===== src/rtl/core/dbcs_pkg.sv =====
// ----------------------------------------------------------------------------
// dbcs_pkg
// Shared constants and item types for the double-byte text filter.
// ----------------------------------------------------------------------------
package dbcs_pkg;

	localparam int unsigned TABLE_ENTRIES_DEF = 64;
	localparam int unsigned COUNT_W = 7;
	localparam int unsigned IDX_W   = 6;
	localparam int unsigned CODE_W  = 16;

	localparam logic [7:0] LEAD_MIN = 8'd160;
	localparam logic [7:0] SPACE    = 8'd32;

	localparam logic MODE_TEXT = 1'b0;
	localparam logic MODE_LOAD = 1'b1;

	// one candidate result; cond marks a byte dropped on a table hit
	typedef struct packed {
		logic       v;
		logic       cond;
		logic [7:0] data;
	} slot_t;

	// item travelling down the cell chain
	typedef struct packed {
		logic              valid;
		logic              load;
		logic [IDX_W-1:0]  idx;
		logic [CODE_W-1:0] code;
		logic              last;
		logic              hit;
		slot_t             s0;
		slot_t             s1;
	} token_t;

endpackage


===== src/rtl/core/dbcs_front.sv =====
// ----------------------------------------------------------------------------
// dbcs_front
// One-byte hold stage: plans the results of each text item and the lookup
// code, and turns load items into table writes for the chain.
// ----------------------------------------------------------------------------
module dbcs_front (
	input  logic                             clk,
	input  logic                             arst_n,
	input  logic                             valid,
	input  logic                             accept,
	input  logic                             count_zero,
	input  logic                             mode,
	input  logic [7:0]                       text_byte,
	input  logic                             text_end,
	input  logic [dbcs_pkg::IDX_W-1:0]       entry_index,
	input  logic [dbcs_pkg::CODE_W-1:0]      entry_code,
	output dbcs_pkg::token_t                 tok
);

	typedef enum logic [1:0] {KIND_NONE, KIND_LEAD, KIND_SPACE} kind_t;

	kind_t      kind_q, kind_d;
	logic [7:0] held_q, held_d;

	always_comb begin
		tok       = '0;
		tok.valid = valid;
		kind_d    = kind_q;
		held_d    = held_q;
		if (mode == dbcs_pkg::MODE_LOAD) begin
			tok.load = 1'b1;
			tok.idx  = entry_index;
			tok.code = entry_code;
		end else begin
			tok.last = text_end;
			kind_d   = KIND_NONE;
			held_d   = '0;
			if (count_zero) begin
				tok.s0 = '{v: (kind_q != KIND_NONE), cond: 1'b0, data: held_q};
				tok.s1 = '{v: 1'b1, cond: 1'b0, data: text_byte};
			end else if (kind_q == KIND_LEAD) begin
				tok.code = {held_q, text_byte};
				tok.s0   = '{v: 1'b1, cond: 1'b1, data: held_q};
				tok.s1   = '{v: 1'b1, cond: 1'b1, data: text_byte};
			end else begin
				tok.s0 = '{v: (kind_q == KIND_SPACE) && (text_byte != dbcs_pkg::SPACE),
					cond: 1'b0, data: held_q};
				if (text_byte >= dbcs_pkg::LEAD_MIN) begin
					if (text_end) begin
						tok.code = {text_byte, 8'h00};
						tok.s1   = '{v: 1'b1, cond: 1'b1, data: text_byte};
					end else begin
						kind_d = KIND_LEAD;
						held_d = text_byte;
					end
				end else if (text_byte == dbcs_pkg::SPACE && !text_end) begin
					kind_d = KIND_SPACE;
					held_d = text_byte;
				end else begin
					tok.s1 = '{v: 1'b1, cond: 1'b0, data: text_byte};
				end
			end
			if (text_end) begin
				kind_d = KIND_NONE;
				held_d = '0;
			end
		end
	end

	always_ff @(posedge clk or negedge arst_n) begin
		if (!arst_n) begin
			kind_q <= KIND_NONE;
			held_q <= '0;
		end else if (accept) begin
			kind_q <= kind_d;
			held_q <= held_d;
		end
	end

endmodule


===== src/rtl/core/dbcs_cell.sv =====
// ----------------------------------------------------------------------------
// dbcs_cell
// One table slot: takes its write from a passing load item, compares its code
// with text items while enabled by the entry count, and hands each item on.
// ----------------------------------------------------------------------------
module dbcs_cell #(
	parameter int unsigned CELL_ID = 0
) (
	input  logic                              clk,
	input  logic                              arst_n,
	input  logic                              adv,
	input  logic [dbcs_pkg::COUNT_W-1:0]      count,
	input  dbcs_pkg::token_t                  tok_i,
	output dbcs_pkg::token_t                  tok_o
);

	logic [dbcs_pkg::CODE_W-1:0] entry_q;
	logic                        en;
	logic                        wr;
	logic                        hit;
	logic                        valid_q;
	dbcs_pkg::token_t            tok_n;
	dbcs_pkg::token_t            tok_q;

	assign en  = 32'(count) > CELL_ID;
	assign wr  = adv && tok_i.valid && tok_i.load && (32'(tok_i.idx) == CELL_ID);
	assign hit = tok_i.hit || (en && !tok_i.load && (entry_q == tok_i.code));

	always_comb begin
		tok_n     = tok_i;
		tok_n.hit = hit;
	end

	always_ff @(posedge clk) begin
		if (wr) begin
			entry_q <= tok_i.code;
		end
	end

	always_ff @(posedge clk or negedge arst_n) begin
		if (!arst_n) begin
			valid_q <= 1'b0;
		end else if (adv) begin
			valid_q <= tok_i.valid;
		end
	end

	always_ff @(posedge clk) begin
		if (adv) begin
			tok_q <= tok_n;
		end
	end

	always_comb begin
		tok_o       = tok_q;
		tok_o.valid = valid_q;
	end

endmodule


===== src/rtl/core/dbcs_out.sv =====
// ----------------------------------------------------------------------------
// dbcs_out
// Resolves the planned results of the item leaving the chain and queues
// up to two of them for the output stream.
// ----------------------------------------------------------------------------
module dbcs_out (
	input  logic             clk,
	input  logic             arst_n,
	input  dbcs_pkg::token_t tail,
	output logic             adv,
	output logic             m_tvalid,
	input  logic             m_tready,
	output logic [7:0]       m_tdata,
	output logic             m_tuser,
	output logic             m_tlast
);

	typedef struct packed {
		logic [7:0] data;
		logic       bv;
		logic       eot;
	} res_t;

	logic       k0, k1;
	res_t       r0_d, r1_d;
	logic [1:0] n_d;
	logic [1:0] cnt_q;
	res_t       res0_q, res1_q;
	logic       pop, take;

	assign k0 = tail.s0.v && !(tail.s0.cond && tail.hit);
	assign k1 = tail.s1.v && !(tail.s1.cond && tail.hit);

	always_comb begin
		r0_d = '0;
		r1_d = '0;
		n_d  = 2'd0;
		if (k0) begin
			r0_d = '{data: tail.s0.data, bv: 1'b1, eot: 1'b0};
			n_d  = 2'd1;
			if (k1) begin
				r1_d = '{data: tail.s1.data, bv: 1'b1, eot: 1'b0};
				n_d  = 2'd2;
			end
		end else if (k1) begin
			r0_d = '{data: tail.s1.data, bv: 1'b1, eot: 1'b0};
			n_d  = 2'd1;
		end else if (tail.last) begin
			n_d = 2'd1;
		end
		if (tail.last) begin
			if (n_d == 2'd2) begin
				r1_d.eot = 1'b1;
			end else begin
				r0_d.eot = 1'b1;
			end
		end
	end

	assign pop  = (cnt_q != 2'd0) && m_tready;
	assign take = (cnt_q == 2'd0) || (cnt_q == 2'd1 && m_tready);
	assign adv  = !tail.valid || take;

	always_ff @(posedge clk or negedge arst_n) begin
		if (!arst_n) begin
			cnt_q <= 2'd0;
		end else if (tail.valid && take) begin
			cnt_q <= n_d;
		end else if (pop) begin
			cnt_q <= cnt_q - 2'd1;
		end
	end

	always_ff @(posedge clk) begin
		if (tail.valid && take) begin
			res0_q <= r0_d;
			res1_q <= r1_d;
		end else if (pop) begin
			res0_q <= res1_q;
		end
	end

	assign m_tvalid = cnt_q != 2'd0;
	assign m_tdata  = res0_q.data;
	assign m_tuser  = res0_q.bv;
	assign m_tlast  = res0_q.eot;

endmodule


===== src/rtl/core/dbcs_char_filter.sv =====
// ----------------------------------------------------------------------------
// dbcs_char_filter
// Double-byte text filter: drops table-listed lead-byte pairs and doubled
// spaces from a byte stream, with a table loaded through the same stream.
// ----------------------------------------------------------------------------
// An item passes the cell registers and the output queue register before its
// first result; a held lead byte or space leaves with the next text item.
// Throughput: one item per cycle while the output accepts; the cell chain
// carries the table lookup; an item with two results stalls it until one leaves.
// Reset clears the hold stage, entry count and all valid flags; table
// contents stay undefined until loaded.
module dbcs_char_filter #(
	parameter int unsigned TABLE_ENTRIES = dbcs_pkg::TABLE_ENTRIES_DEF
) (
	input  logic                         clk,
	input  logic                         arst_n,
	input  logic                         cfg_wen,
	input  logic [dbcs_pkg::COUNT_W-1:0] cfg_wdata,   // entry_count
	input  logic                         s_tvalid,
	output logic                         s_tready,
	input  logic [31:0]                  s_tdata,     // text_byte, entry_index, entry_code
	input  logic                         s_tuser,     // mode
	input  logic                         s_tlast,     // text_end
	output logic                         m_tvalid,
	input  logic                         m_tready,
	output logic [7:0]                   m_tdata,     // out_byte
	output logic                         m_tuser,     // byte_valid
	output logic                         m_tlast      // end_of_text
);

	logic [dbcs_pkg::COUNT_W-1:0] count_q;
	logic                         adv;
	logic                         accept;
	dbcs_pkg::token_t             tok_c [TABLE_ENTRIES+1];

	always_ff @(posedge clk or negedge arst_n) begin
		if (!arst_n) begin
			count_q <= '0;
		end else if (cfg_wen) begin
			count_q <= cfg_wdata;
		end
	end

	assign s_tready = adv;
	assign accept   = s_tvalid && adv;

	dbcs_front u_front (
		.clk        (clk),
		.arst_n     (arst_n),
		.valid      (s_tvalid),
		.accept     (accept),
		.count_zero (count_q == '0),
		.mode       (s_tuser),
		.text_byte  (s_tdata[7:0]),
		.text_end   (s_tlast),
		.entry_index(s_tdata[13:8]),
		.entry_code (s_tdata[29:14]),
		.tok        (tok_c[0])
	);

	for (genvar i = 0; i < TABLE_ENTRIES; i++) begin : g_cell
		dbcs_cell #(
			.CELL_ID(i)
		) u_cell (
			.clk   (clk),
			.arst_n(arst_n),
			.adv   (adv),
			.count (count_q),
			.tok_i (tok_c[i]),
			.tok_o (tok_c[i+1])
		);
	end

	dbcs_out u_out (
		.clk     (clk),
		.arst_n  (arst_n),
		.tail    (tok_c[TABLE_ENTRIES]),
		.adv     (adv),
		.m_tvalid(m_tvalid),
		.m_tready(m_tready),
		.m_tdata (m_tdata),
		.m_tuser (m_tuser),
		.m_tlast (m_tlast)
	);

endmodule


===== config.mk =====
export PLATFORM = sky130hd
export DESIGN_NAME = dbcs_char_filter
export DESIGN_NICKNAME = d
export VERILOG_FILES = /design/src/rtl/core/dbcs_pkg.sv /design/src/rtl/core/dbcs_front.sv /design/src/rtl/core/dbcs_cell.sv /design/src/rtl/core/dbcs_out.sv /design/src/rtl/core/dbcs_char_filter.sv
export SDC_FILE = /design/constraint.sdc
export NUM_CORES = 2
export LEC_CHECK = 0
export BUFFER_PORTS_ARGS = -buffer_cell sky130_fd_sc_hd__buf_2
export CAP_MARGIN = 10
export CORE_UTILIZATION = 60
export CTS_CLUSTER_SIZE = 12
export DETAILED_ROUTE_END_ITERATION = 12
export PLACE_DENSITY = 0.76
export SYNTH_ARGS = -nofsm -noshare
export SYNTH_HDL_FRONTEND = slang
export SYNTH_SLANG_ARGS = --single-unit

===== constraint.sdc =====
create_clock -name clk -period 345.7 [get_ports clk]
set_input_delay 69.14 -clock clk [delete_from_list [all_inputs] [get_ports clk]]
set_output_delay 69.14 -clock clk [all_outputs]
set_load 0.005 [all_outputs]

; Word level (Yosys, flattened, before mapping)
; Index checks and enable logic that the tools add are counted.
[classes]
addsub = 1
mul = 0
div = 0
magnitude_cmp = 65
eq_ne = 133
shifts = 0
muxes = 36
bitwise_logic = 1
n_reduce_logical = 470
[op_table]
columns = op, n
row1 = equality test 16 bit, 64
row2 = logical AND 1 bit, 329
row3 = > comparator 7 x 6 -> 1 bit (second input constant), 32
row4 = equality test 6 bit (second input constant), 32
row5 = > comparator 7 x 5 -> 1 bit (second input constant), 16
row6 = equality test 6 x 5 -> 1 bit (second input constant), 16
row7 = two-way mux 16 bit, 5
row8 = two-way mux 10 bit, 7
row9 = logical NOT 1 bit, 68
row10 = logical OR 1 bit, 65
row11 = > comparator 7 x 4 -> 1 bit (second input constant), 8
row12 = equality test 6 x 4 -> 1 bit (second input constant), 8
row13 = two-way mux 20 bit, 2
row14 = two-way mux 8 bit, 5
row15 = > comparator 7 x 3 -> 1 bit (second input constant), 4
row16 = equality test 6 x 3 -> 1 bit (second input constant), 4
row17 = two-way mux 2 bit, 10
row18 = > comparator 7 x 1 -> 1 bit (second input constant), 2
row19 = > comparator 7 x 2 -> 1 bit (second input constant), 2
row20 = equality test 6 x 2 -> 1 bit (second input constant), 2
row21 = equality test 8 x 6 -> 1 bit (second input constant), 1
row22 = >= comparator 8 bit (second input constant), 1
row23 = != test 8 x 6 -> 1 bit (second input constant), 1
row24 = logical NOT 7 bit, 1
row25 = other kinds (12), 21
[totals]
ff_bits = 3984
latchBits = 0
mem_bits_rw = 0
romBits = 0
in_bits = 46
output_inout_bits = 12
elab_cells = 1545
mem_count = 0

; Longest topological paths before layout
[logic_depth]
ltp_word = 9
depth_mapped = 12

; Worst setup path before layout
; No wires, ideal clock.
[synth_path]
path_kind = input -> output
from = in m_tready
to = out s_tready
t_arrival_ns = 146.657
t_required_ns = 276.560
setup_slack_ns = 129.903
cell_stages = 5
cell_sequence = a21oi_1 > and2_1 > clkbuf_1 > inv_1 > clkbuf_1
[synth_via]
elab_chain_cells = 3
[synth_rtl]
columns = element, line
row1 = start: declaration, dbcs_char_filter.sv:25  ; input logic m_tready,
row2 = logical AND 1 bit, dbcs_out.sv:61  ; assign take = (cnt_q == 2'd0) || (cnt_q == 2'd1 && m_tready);
row3 = logical OR 1 bit, dbcs_out.sv:61
row4 = logical OR 1 bit, dbcs_out.sv:62  ; assign adv = !tail.valid || take;
row5 = end: declaration, dbcs_char_filter.sv:20  ; output logic s_tready,
; No other way between the ends.

; Worst setup path after layout
; Ends and elaborated chain as after synthesis.

==> metrics.md <==
| Metric | Value |
|---|---|
| Status | finished clean |
| Total nets after synthesis | 6225 |
| Worst-path cell chain | buf_2, a21oi_1, and2_4, inv_8, buf_2 |
| Final Net Count | 6719 |
| Remaining DRCs | 0 |
| Clk pwr share | 39.9% |
| Net Switching | 181 µW |
| Via count | 54600 |
| Synth warnings | 0 |
| WL final | 208 mm |
| Relative slew slack | 11.0% |
| Fin crit period | 139.90 ns |
| Distinct cell type count after synthesis | 55 |
| Worst-path clk slew | 0.06 ns |
| Startpoint Class | input pin |
| Gate power share | 1.5% |
| Pwr Density | 6.30 nW/µm² |
| CP max-delay cell | and2_4 |
| Vias/cell | 5.53 |
| Critical Path AT | 70.76 ns |
| Top cells by area, synth | edfxtp_1 87%, xnor2_1 5.0%, xor2_1 1.6%, dfrtp_1 1.5%, nand4_1 0.91% |
| Int Pwr | 770 µW |
| Initial antenna violation count | 8 |
| Final worst slack | 205.80 ns |
| Vias in the first global route | 56600 |
| Final worst-path cycle share | 40.5% |
| I/O Pins | 58 |
| CP delay by family, top | buffers and inverters |
| Slew Limit Fails | 0 |
| Cts hold-fix bufs | 0 |
| Synth Flop Type | edfxtp_1 |
| Async set or reset register ratio after synthesis | 2.08% |
| Post-DP HPWL | 120 mm |
| Top-area cell type share of the netlist area | 86.8% |
| First-pass GRT wire length | 321 mm |
| CTS Buf Count | 396 |
| Mean Syn Cell Area | 21.8 µm² |
| Die height | 476 µm |
| TritonCTS clock tree | done |
| Max Clock Freq | 0.00715 GHz |
| Layout cells sized above 1 | 10.0% |
| IO buf count | 55 |
| RSZ-0062 raised after global routing | no |
| Setup tns final | 0 ns |
| Worst skew pair latency | 0.97 ns |
| Starting Density | 60.5% |
| CP bufs+invs | 3 |
| Antenna-violating nets left | 0 |
| CP Max Fanout | 90 |
| Critical path class | input pin to primary output |
| Worst Skew | 0.0711 ns |
| Die ar. | 227000 µm² |
| GPL Wtd Cong | 0.841 |
| Crit end category | primary output |
| Final hold vios | 0 |
| H-tree lvl count | 5 |
| FF+latch count, synth | 3984 |
| Critical Path RT | 276.56 ns |
| Max_cap viols | 0 |
| Seq pwr share | 58.6% |
| First-pass iteration count of the detailed router | 7 |
| Row cnt | 173 |
| Largest net degree at the start of global routing | 223 |
| Post-synth EDFFs | 3901 |
| Synth-to-layout area growth | 12.0% |
| Max rail drop VDD | 6.11 µV |
| CTS sink count | 3984 |
| # setup viols final | 0 |
| CTS resizes | 0 |
| Clock root cell | clkbuf_16 |
| Pre-CTS setup slack | 205.83 ns |
| Bufs on Longest Clock Path | 4 |
| Actual slew at the worst max-slew pin | 1.33 ns |
| Routed WL per cell | 21.0 µm |
| Cell taking the most area after synthesis | edfxtp_1 |
| Post-synthesis instance area | 135000 µm² |
| Most Frequent Cell on Critical Path | buf_2 |
| Die width | 476 µm |
| Leakage | 54.7 nW |
| Switching Share | 19.1% |
| DR iter-0 viols | 4557 |
| CP max stage delay | 0.58 ns |
| Post-CTS Setup Inserts | 0 |
| GRT Util Overall | 18.3% |
| Global route total overflow | 0 |
| Gate Count Post-Synth | 6177 |
| Register area share after synthesis | 88.4% |
| Core area | 223000 µm² |
| Worst min path class | register to register |
==> metal layers <==
layer  up-vias  track usage, %  routed length [µm]
met3       391            3.61               11300
met2      1473            31.3              107000
met4         0            6.18                5370
li1      25000               -                   -
met5         -               0                   0
met1     27700            23.6               83600
==> layout by cell type (no fill, tap or decap), types with 56 or more instances in the layout <==
cell	Yosys	layout
xor2_1	245	245
nand4_1	196	196
clkbuf_1	45	161
dfrtp_1	83	83
edfxtp_1	3901	3901
nand2_1	238	238
nor2_1	70	68
nor3_1	166	118
buf_2	0	56
xnor2_1	775	775
clkbuf_16	0	403
==> state kept, by name, indices dropped and copies added (netlist names), 2 cells and up <==
register / flops
count_q: 7
g_cell.u_cell.entry_q: 1024
g_cell.u_cell.tok_o: 2857
g_cell.u_cell.valid_q: 64
u_front.held_q: 8
u_front.kind_q: 2
u_out.cnt_q: 2
u_out.m_tdata: 8
u_out.res1_q: 10
==> layout make-up <==
| cell class | instances | area [µm²] |
|---|---|---|
| inverters | 14 | 60.1 |
| repair buffers | 147 | 1160 |
| fillers | 13100 | 71900 |
| diodes | 6 | 15.0 |
| well taps | 2975 | 3720 |
| flip-flops and latches | 3984 | 119000 |
| clock buffers | 581 | 10900 |
| multi-input cells | 2128 | 15700 |
| clock inverters | 38 | 290 |
==> power groups by stage <==
stage / clock network [mW] / registers (mW) / logic, mW
after floorplan: 0 / 0.562 / 0.00899
after global placement: 0 / 0.567 / 0.0131
after detailed placement: 0 / 0.568 / 0.0136
after CTS: 0.389 / 0.558 / 0.0139
after global routing: 0.406 / 0.560 / 0.0149
final: 0.380 / 0.558 / 0.0139
==> Yosys cell counts (2+ instances only) <==
cell	n
xnor2_1	775
ha_1	2
and2_1	31
nor3_1	166
clkbuf_1	45
a2111oi_0	11
or4bb_1	17
a221o_1	5
a22oi_1	8
dfrtp_1	83
o22a_1	2
a41o_1	24
a21o_1	10
nand4b_1	49
or2_2	4
nor2b_1	11
a311oi_1	3
edfxtp_1	3901
nand3_1	47
nand2_1	238
nor4bb_1	11
nor4_1	46
and3_1	4
buf_1	5
o31a_1	2
a31oi_1	6
a22o_1	9
a222oi_1	4
mux2_2	6
nor4b_1	9
or3_1	2
nand2b_1	7
xor2_1	245
nor2_1	70
nand4_1	196
o21ai_0	33
a31o_2	30
or4b_2	8
inv_1	14
a21oi_1	21
a211oi_1	3
==> cell families after synthesis <==
logic type	share of synthesized area, %
AOI/OAI and AO/OA	1.02
xor gates and xnor gates	6.62
adders and majority gates	0.0185
buffers and inverters	0.186
DFF	88.4
muxes	0.0501
and+or+nand+nor	3.74
==> worst paths after layout <==
| check | cells past startpoint | slack, ns | start | to |
|---|---|---|---|---|
| max | 5 | 205.80 | m_tready | s_tready |
| min | 0 | 0.39 | g_cell[12].u_cell.tok_o[10] | g_cell[13].u_cell.tok_o[10] |
| max reg2reg | 10 | 338.89 | u_out.cnt_q[0] | g_cell[45].u_cell.tok_o[39] |
| min reg2reg | 0 | 0.39 | g_cell[12].u_cell.tok_o[10] | g_cell[13].u_cell.tok_o[10] |
| max in group asynchronous | 2 | 276.21 | arst_n | g_cell[55].u_cell.valid_q |
| min in group asynchronous | 1 | 68.18 | arst_n | u_front.held_q[6] |
==> metrics by stage <==
| step | power, mW | cells | util [%] | area, µm² | hold WS (ns) |
|---|---|---|---|---|---|
| 2_1_floorplan | 0.571 | 6177 | - | 135000 | 0.400 |
| 5_1_grt | 0.981 | 9868 | 67.8 | 151000 | 0.400 |
| 4_1_cts | 0.961 | 9823 | 67.6 | 151000 | 0.386 |
| 6_report | 0.952 | 9873 | 67.8 | 151000 | 0.389 |
| 3_3_place_gp | 0.580 | 9203 | 62.5 | 139000 | 0.400 |
| 3_5_place_dp | 0.581 | 9204 | 62.5 | 139000 | 0.405 |
No activity file was read; power rests on OpenSTA's default activity.
